==> config.mk <==
export PLATFORM = sky130hd
export DESIGN_NAME = encoder_angle_spike_filter
export DESIGN_NICKNAME = d
export VERILOG_FILES = /design/src/rtl/easf_pkg.sv /design/src/rtl/easf_step.sv /design/src/rtl/encoder_angle_spike_filter.sv
export SDC_FILE = /design/constraint.sdc
export NUM_CORES = 2
export LEC_CHECK = 0
export BUFFER_PORTS_ARGS = -buffer_cell sky130_fd_sc_hd__buf_4
export CAP_MARGIN = 20
export CORE_MARGIN = 2
export CORE_UTILIZATION = 35
export DETAILED_ROUTE_END_ITERATION = 8
export HOLD_SLACK_MARGIN = 0.06
export PLACE_DENSITY = 0.49
export SYNTH_ARGS = -nofsm -noshare
export SYNTH_HDL_FRONTEND = slang
export SYNTH_SLANG_ARGS = --single-unit
==> constraint.sdc <==
create_clock -name aclk -period 26.1 [get_ports aclk]
set_input_delay 0 -clock aclk [delete_from_list [all_inputs] [get_ports aclk]]
set_output_delay 0 -clock aclk [all_outputs]
set_load 0.005 [all_outputs]
==> src/rtl/easf_pkg.sv <==
`default_nettype none

package easf_pkg;

    // Encoder count and fraction widths; one turn is 2^(COUNT_BITS+FRAC_BITS) units
    localparam int COUNT_BITS = 12;
    localparam int FRAC_BITS  = 16;

    // Register map, word index on the configuration port
    typedef enum logic [2:0] {
        REG_JUMP_THRESHOLD  = 3'd0,
        REG_SPIKE_CONFIRM   = 3'd1,
        REG_FILTER_ALPHA    = 3'd2,
        REG_ANGLE_OFFSET    = 3'd3,
        REG_DIRECTION       = 3'd4
    } reg_index_t;

    // Register reset values
    localparam logic [11:0] JUMP_THRESHOLD_RST = 12'd2048;
    localparam logic [7:0]  SPIKE_CONFIRM_RST  = 8'd1;
    localparam logic [16:0] FILTER_ALPHA_RST   = 17'd65536;
    localparam logic [27:0] ANGLE_OFFSET_RST   = 28'd0;

    // Q16 gain: unity and the rounding half
    localparam int unsigned ALPHA_Q    = 16;
    localparam logic [16:0] ALPHA_ONE  = 17'd65536;
    localparam logic [16:0] ALPHA_HALF = 17'd32768;

    // Spike run counter saturates here
    localparam logic [7:0] RUN_MAX = 8'd255;

    typedef struct packed {
        logic [11:0] jump_threshold;
        logic [7:0]  spike_confirm_count;
        logic [16:0] filter_alpha;
        logic [27:0] angle_offset;
        logic        reverse_direction;
    } cfg_t;

    typedef struct packed {
        logic       accept;     // sample passes the spike test
        logic [7:0] spike_run;  // next value of the spike run counter
    } step_ctl_t;

endpackage

`default_nettype wire

==> src/rtl/easf_step.sv <==
`default_nettype none

module easf_step
    import easf_pkg::*;
(
    input  wire cfg_t                                  cfg,
    input  wire logic                                  seeded,
    input  wire logic [COUNT_BITS-1:0]                 prev_raw,
    input  wire logic [COUNT_BITS+FRAC_BITS-1:0]       filter_angle,
    input  wire logic [7:0]                            spike_run,
    input  wire logic [7:0]                            high_byte,
    input  wire logic [7:0]                            low_byte,
    output step_ctl_t                                  ctl,
    output logic [COUNT_BITS-1:0]                      raw,
    output logic [COUNT_BITS+FRAC_BITS-1:0]            filter_next,
    output logic [11:0]                                raw_count,
    output logic [27:0]                                angle_out
);

    localparam int TURN_BITS = COUNT_BITS + FRAC_BITS;
    localparam int MW        = ((COUNT_BITS > 12) ? COUNT_BITS : 12) + 1;
    localparam int RW        = (COUNT_BITS > 12) ? COUNT_BITS : 12;
    localparam int XW        = (TURN_BITS > 28) ? TURN_BITS : 28;
    localparam int PW        = TURN_BITS + 18;
    localparam logic [7:0] HI_MASK = 8'((17'd1 << (COUNT_BITS - 8)) - 17'd1);

    logic [15:0]                  raw16;
    logic [TURN_BITS-1:0]         raw_units;
    logic [COUNT_BITS-1:0]        prev_eff;
    logic [TURN_BITS-1:0]         filt_eff;
    logic [7:0]                   run_eff;
    logic [COUNT_BITS-1:0]        d;
    logic [COUNT_BITS-1:0]        mag;
    logic                         big;
    logic [7:0]                   run_inc;
    logic                         reject;
    logic [16:0]                  alpha_sat;
    logic signed [17:0]           alpha_s;
    logic signed [TURN_BITS-1:0]  diff;
    logic signed [PW-1:0]         prod;
    logic signed [PW-1:0]         rounded;
    logic [XW-1:0]                off_x;
    logic [TURN_BITS-1:0]         v0;
    logic [TURN_BITS-1:0]         v;
    logic signed [XW-1:0]         angle_x;
    logic [RW-1:0]                raw_x;

    // Raw count from the two bytes
    assign raw16     = {high_byte & HI_MASK, low_byte};
    assign raw       = raw16[COUNT_BITS-1:0];
    assign raw_units = {raw, {FRAC_BITS{1'b0}}};

    // First sample seeds the state
    assign prev_eff = seeded ? prev_raw : raw;
    assign filt_eff = seeded ? filter_angle : raw_units;
    assign run_eff  = seeded ? spike_run : 8'd0;

    // Jump test, modulo one turn
    assign d   = raw - prev_eff;
    assign mag = d[COUNT_BITS-1] ? (COUNT_BITS'(0) - d) : d;
    assign big = MW'(mag) > MW'(cfg.jump_threshold);

    assign run_inc = (run_eff == RUN_MAX) ? RUN_MAX : run_eff + 8'd1;
    assign reject  = big && (run_inc < cfg.spike_confirm_count);

    assign ctl.accept    = !reject;
    assign ctl.spike_run = reject ? run_inc : 8'd0;

    // Filter step: floor((alpha * diff + half) / 2^16)
    assign alpha_sat = (cfg.filter_alpha > ALPHA_ONE) ? ALPHA_ONE : cfg.filter_alpha;
    assign alpha_s   = $signed({1'b0, alpha_sat});
    assign diff      = $signed(raw_units - filt_eff);
    assign prod      = PW'(alpha_s) * PW'(diff);
    assign rounded   = prod + PW'($signed({1'b0, ALPHA_HALF}));

    assign filter_next = filt_eff + rounded[TURN_BITS+ALPHA_Q-1:ALPHA_Q];

    // Offset, direction and wrap to a signed half turn
    assign off_x = XW'(cfg.angle_offset);
    assign v0    = filter_next - off_x[TURN_BITS-1:0];
    assign v     = cfg.reverse_direction ? (TURN_BITS'(0) - v0) : v0;

    assign angle_x   = XW'($signed(v));
    assign angle_out = angle_x[27:0];
    assign raw_x     = RW'(raw);
    assign raw_count = raw_x[11:0];

endmodule

`default_nettype wire

==> src/rtl/encoder_angle_spike_filter.sv <==
`default_nettype none

// A request is registered in the input stage and moves on into the result register, which
// drives m_tvalid, once that register is free or being drained.
// Throughput: one request per cycle while the result side does not stall; the filter
// feedback is combinational (an 18x28 multiply and the wrap adds from input stage to state).
// Rejected spikes give no result and pass the input stage like any other request.
// Reset: aresetn synchronous, active low; clears valids, seed flag, spike counter, registers.
module encoder_angle_spike_filter
    import easf_pkg::*;
(
    input  wire logic        aclk,
    input  wire logic        aresetn,

    input  wire logic        s_tvalid,
    output logic             s_tready,
    input  wire logic [15:0] s_tdata,   // high_byte [7:0], low_byte [15:8]

    output logic             m_tvalid,
    input  wire logic        m_tready,
    output logic [39:0]      m_tdata,   // raw_count [11:0], angle_out [39:12]

    input  wire logic        psel,
    input  wire logic        penable,
    input  wire logic        pwrite,
    input  wire logic [4:0]  paddr,
    input  wire logic [31:0] pwdata,
    output logic [31:0]      prdata,
    output logic             pready
);

    localparam int TURN_BITS = COUNT_BITS + FRAC_BITS;

    cfg_t                    cfg_reg;
    reg_index_t              reg_idx;
    logic                    cfg_wr;

    logic                    in_valid_reg;
    logic [7:0]              high_byte_reg;
    logic [7:0]              low_byte_reg;
    logic                    advance;

    logic                    seeded_reg;
    logic [COUNT_BITS-1:0]   prev_raw_reg;
    logic [TURN_BITS-1:0]    filter_angle_reg;
    logic [7:0]              spike_run_reg;

    step_ctl_t               ctl;
    logic [COUNT_BITS-1:0]   raw;
    logic [TURN_BITS-1:0]    filter_next;
    logic [11:0]             raw_count;
    logic [27:0]             angle_out;

    logic                    out_valid_reg;
    logic [11:0]             raw_count_reg;
    logic [27:0]             angle_out_reg;

    // Configuration port
    assign pready  = 1'b1;
    assign reg_idx = reg_index_t'(paddr[4:2]);
    assign cfg_wr  = psel && penable && pwrite && pready;

    always_ff @(posedge aclk) begin
        if (!aresetn) begin
            cfg_reg.jump_threshold      <= JUMP_THRESHOLD_RST;
            cfg_reg.spike_confirm_count <= SPIKE_CONFIRM_RST;
            cfg_reg.filter_alpha        <= FILTER_ALPHA_RST;
            cfg_reg.angle_offset        <= ANGLE_OFFSET_RST;
            cfg_reg.reverse_direction   <= 1'b0;
        end else if (cfg_wr) begin
            unique case (reg_idx)
                REG_JUMP_THRESHOLD: cfg_reg.jump_threshold      <= pwdata[11:0];
                REG_SPIKE_CONFIRM:  cfg_reg.spike_confirm_count <= pwdata[7:0];
                REG_FILTER_ALPHA:   cfg_reg.filter_alpha        <= pwdata[16:0];
                REG_ANGLE_OFFSET:   cfg_reg.angle_offset        <= pwdata[27:0];
                REG_DIRECTION:      cfg_reg.reverse_direction   <= pwdata[0];
                default: ;
            endcase
        end
    end

    // Register read back
    always_comb begin
        unique case (reg_idx)
            REG_JUMP_THRESHOLD: prdata = 32'(cfg_reg.jump_threshold);
            REG_SPIKE_CONFIRM:  prdata = 32'(cfg_reg.spike_confirm_count);
            REG_FILTER_ALPHA:   prdata = 32'(cfg_reg.filter_alpha);
            REG_ANGLE_OFFSET:   prdata = 32'(cfg_reg.angle_offset);
            REG_DIRECTION:      prdata = 32'(cfg_reg.reverse_direction);
            default:            prdata = 32'd0;
        endcase
    end

    // Input stage: moves on when the result register is free or being drained
    assign advance  = in_valid_reg && (!out_valid_reg || m_tready);
    assign s_tready = !in_valid_reg || advance;

    always_ff @(posedge aclk) begin
        if (!aresetn) begin
            in_valid_reg <= 1'b0;
        end else if (s_tready) begin
            in_valid_reg <= s_tvalid;
        end
    end

    always_ff @(posedge aclk) begin
        if (s_tready && s_tvalid) begin
            high_byte_reg <= s_tdata[7:0];
            low_byte_reg  <= s_tdata[15:8];
        end
    end

    easf_step u_step (
        .cfg          (cfg_reg),
        .seeded       (seeded_reg),
        .prev_raw     (prev_raw_reg),
        .filter_angle (filter_angle_reg),
        .spike_run    (spike_run_reg),
        .high_byte    (high_byte_reg),
        .low_byte     (low_byte_reg),
        .ctl          (ctl),
        .raw          (raw),
        .filter_next  (filter_next),
        .raw_count    (raw_count),
        .angle_out    (angle_out)
    );

    // Filter state
    always_ff @(posedge aclk) begin
        if (!aresetn) begin
            seeded_reg       <= 1'b0;
            spike_run_reg    <= 8'd0;
            prev_raw_reg     <= '0;
            filter_angle_reg <= '0;
        end else if (advance) begin
            seeded_reg    <= 1'b1;
            spike_run_reg <= ctl.spike_run;
            if (ctl.accept) begin
                prev_raw_reg     <= raw;
                filter_angle_reg <= filter_next;
            end
        end
    end

    // Result register
    always_ff @(posedge aclk) begin
        if (!aresetn) begin
            out_valid_reg <= 1'b0;
        end else if (advance) begin
            out_valid_reg <= ctl.accept;
        end else if (m_tready) begin
            out_valid_reg <= 1'b0;
        end
    end

    always_ff @(posedge aclk) begin
        if (advance && ctl.accept) begin
            raw_count_reg <= raw_count;
            angle_out_reg <= angle_out;
        end
    end

    assign m_tvalid = out_valid_reg;
    assign m_tdata  = {angle_out_reg, raw_count_reg};

`ifndef SYNTHESIS
    // Any processed request leaves the block seeded
    a_seeded_after_step: assert property (@(posedge aclk) disable iff (!aresetn)
        advance |=> seeded_reg)
        else $error("seed flag not set after a processed request");

    // A rejected spike always leaves a non-zero run count
    a_reject_counts: assert property (@(posedge aclk) disable iff (!aresetn)
        advance && !ctl.accept |=> spike_run_reg != 8'd0)
        else $error("spike rejected without counting");

    // An accepted sample clears the run count
    a_accept_clears: assert property (@(posedge aclk) disable iff (!aresetn)
        advance && ctl.accept |=> spike_run_reg == 8'd0)
        else $error("spike run not cleared on accepted sample");

    // A new result only appears after the input stage moved
    a_result_source: assert property (@(posedge aclk) disable iff (!aresetn)
        $rose(m_tvalid) |-> $past(advance))
        else $error("result appeared without a processed request");
`endif

endmodule

`default_nettype wire

==> impl_metrics.json <==
{
  "detailedRoute.firstPassIterationCount": 5,
  "edff_count_synth": 52,
  "routed_via_density": 4.92,
  "synth-simple-area-share": 0.170,
  "synth_top_flop_cell": "sky130_fd_sc_hd__dfxtp_1",
  "min_path_cells": 5,
  "flip_flop_count_of_the_largest_register_all_copies_and_words_added": 66,
  "synth_adder_area_share": 0.430,
  "timing.final.crit_period_ns": 15.01,
  "diodes": 0,
  "reg2reg_depth": 49,
  "finalHoldViolCount": 0,
  "tritoncts": "done",
  "compound_gate_fraction_of_synth_area": 0.0934,
  "dr.first_iter.drc_count": 1400,
  "path_max_fanout": 76,
  "critical_path_class": "reg -> reg",
  "synth.area.mux_share": 0.0131,
  "post_synth_xor_area_fraction": 0.0540,
  "synthesis.instances": 3290,
  "crit_path_max_incr_delay_ns": 0.60,
  "placement.io_buffers": 119,
  "clkTransAtPathRegs_ns": 0.08,
  "tritoncts_num_sinks": 169,
  "total_routing_resource_utilization_after_global_routing": 0.214,
  "postRouteAntennaNets": 0,
  "grt_pass1_wl_um": 134000,
  "design.core.area_um2": 78700,
  "crit-reg2reg-capture": "angle_out_reg[27]$_DFFE_PP_",
  "worstPathRequired_ns": 26.31,
  "worstMarginPinSlew_ns": 1.12,
  "ctsLongestPathBuffers": 2,
  "slew-limit-headroom": 0.246,
  "dominant_combinational_cell_family_by_area_after_synthesis": "adder cells",
  "achievable-frequency_ghz": 0.0666,
  "cp_slowest_cell": "sky130_fd_sc_hd__a2111oi_1",
  "timing.hold.worst.start": "paddr[4]",
  "avgSynthCellArea_um2": 8.43,
  "worst_setup_path_start_kind": "flip-flop",
  "wl_per_cell_um": 19.1,
  "post_route_cells_drive_above_1_share": 0.0699,
  "critical_path.reg2reg.startpoint": "seeded_reg$_SDFFE_PN0P_",
  "end_kind": "flip-flop",
  "layout_commonest_cell": "sky130_fd_sc_hd__inv_1",
  "irDropWorstVdd_mv": 0.0718,
  "htree_num_levels": 4,
  "worst_skew_pair.late_latency_ns": 0.47,
  "arrival_ns": 15.23,
  "cap_viol_max_count": 0,
  "multi_input_area_um2": 21200,
  "seq_area_frac_synth": 0.141,
  "final.setup_skew_ns": 0.0213,
  "worstHoldEndpoint": "cfg_reg[0]$_SDFFE_PN0P_",
  "root_buffer_cell": "sky130_fd_sc_hd__clkbuf_16",
  "drcViolationCount": 0,
  "die_y_um": 286,
  "core.rowCount": 103,
  "dp.final_hpwl_um": 67900,
  "setup.reg_to_reg.worst_slack_ns": 11.09,
  "die_area_um2": 81500,
  "layout_common_cells": "sky130_fd_sc_hd__inv_1 (589), sky130_fd_sc_hd__fa_1 (450), sky130_fd_sc_hd__nand2_1 (448), sky130_fd_sc_hd__nor2_1 (405), sky130_fd_sc_hd__ha_1 (234)",
  "final_min_period_over_clock_period": 0.575,
  "fin_nets": 4149,
  "n_fill_cell": 8139,
  "number_of_pins_with_negative_max_slew_slack_in_the_final_report": 0,
  "synthesis.area_um2": 27700,
  "area_delta_synth_final_pct": 11.6,
  "result_of_the_run": "complete, no violations",
  "wl_um": 85400,
  "globalRouteOverflowTotal": 0,
  "initial_cell_density_of_the_core": 0.352,
  "final_report_setup_violation_count": 0,
  "cts_made_buffers": 17,
  "postSynthRegisterBits": 169,
  "grt_start_max_net_pins": 81,
  "postLayoutCoreUtil": 0.393,
  "ys_async_sr_fraction": 0,
  "tns_ns": 0,
  "hp-class": "in -> reg",
  "netlist-cell-type-count": 76,
  "boundaryPins": 135,
  "grt_antenna_before_repair": 0,
  "p_per_area_nw_per_um2": 42.5,
  "vias": 22000,
  "setup_repair_after_global_routing_missed_its_margin": "false",
  "leakage_nw": 14.4,
  "final-seq-area_um2": 3910,
  "die_w_um": 286,
  "place_congestion": 0.862,
  "ctsResizeCount": 0,
  "report.power.total_mw": 1.31,
  "synth_warnings": 0,
  "grt_pass1_vias": 22500
}
## cell usage after synthesis, drive strengths merged (15+ instances only)
cell type / number / share of area
nor3: 40 / 0.0072
nand2: 449 / 0.061
clkbuf: 115 / 0.016
edfxtp: 52 / 0.056
and2: 41 / 0.0092
fa: 450 / 0.32
nor2: 405 / 0.055
o21a: 16 / 0.0043
xor2: 47 / 0.015
inv: 590 / 0.080
nand3: 27 / 0.0049
ha: 234 / 0.11
a21o: 42 / 0.011
nand2b: 25 / 0.0056
a21oi: 187 / 0.034
xnor2: 119 / 0.038
nor2b: 39 / 0.0088
mux2i: 15 / 0.0054
or3: 18 / 0.0042
dfxtp: 117 / 0.084
o21ai: 64 / 0.012
## final cells by class
cell class                      count  area share
Inverter                          592      0.0719
Tap cell                         1050      0.0424
Multi-Input combinational cell   2406       0.684
Clock inverter                     14     0.00445
Timing Repair Buffer              219      0.0568
Sequential cell                   169       0.126
Clock buffer                       18      0.0142
## layer usage
layer	vias up	GRT usage	part of all wire
met2	410	0.370	0.49
met1	11000	0.292	0.45
met3	75	0.0164	0.032
met4	0	0.0525	0.023
met5	-	0	0
li1	10500	-	-
## cells by family after synthesis
kind of cell | count (synthesis)
AO/OA/AOI/OAI | 419
XOR/XNOR | 168
adder cells (fa/ha/maj) | 684
buffers and inverters | 718
flip-flops | 169
multiplexers | 27
other | 2
AND/OR/NAND/NOR | 1103
## power by group
part | internal (mW) | switching (mW)
Clock | 0.136 | 0.123
Combinational | 0.294 | 0.441
Sequential | 0.308 | 0.0113
Total | 0.739 | 0.575
## worst max path at each step
stage                                       start                          end  slack [ns]  cells past startpoint
final                     seeded_reg$_SDFFE_PN0P_  angle_out_reg[27]$_DFFE_PP_       11.09                     49
after global placement    seeded_reg$_SDFFE_PN0P_  angle_out_reg[27]$_DFFE_PP_       11.16                     49
after CTS                 seeded_reg$_SDFFE_PN0P_  angle_out_reg[27]$_DFFE_PP_       11.12                     49
after detailed placement  seeded_reg$_SDFFE_PN0P_  angle_out_reg[27]$_DFFE_PP_       11.21                     44
after floorplan           seeded_reg$_SDFFE_PN0P_  angle_out_reg[27]$_DFFE_PP_       13.04                     50
after global routing      seeded_reg$_SDFFE_PN0P_  angle_out_reg[27]$_DFFE_PP_       10.42                     49
## worst max-delay path, delay by kind of cell (launching register included)
kind                     cells  cell delay, ns
AO/OA/AOI/OAI               12            3.27
XOR/XNOR                     5            1.25
adder cells (fa/ha/maj)     10            4.08
buffers and inverters        7            1.39
flip-flops                   1            0.31
AND/OR/NAND/NOR             15            4.45
## per-stage QoR
step	hold WS (ns)	area [um2]	cells	setup WS (ns)
floorplan	0.0619	27800	3293	13.04
global placement	0.179	29900	4390	11.16
global route	0.151	31000	4468	10.42
finish	0.0867	31000	4468	11.09
detailed placement	0.179	29900	4390	11.21
CTS	0.0659	31000	4468	11.12
## what timing repair did
action | in CTS | in global routing
hold buffers | 46 | 0
endpoints found under the hold margin | 81 | 0
endpoints found under the setup margin | 0 | 0
setup buffers | 0 | 0
(Power assumes the default switching activity.)
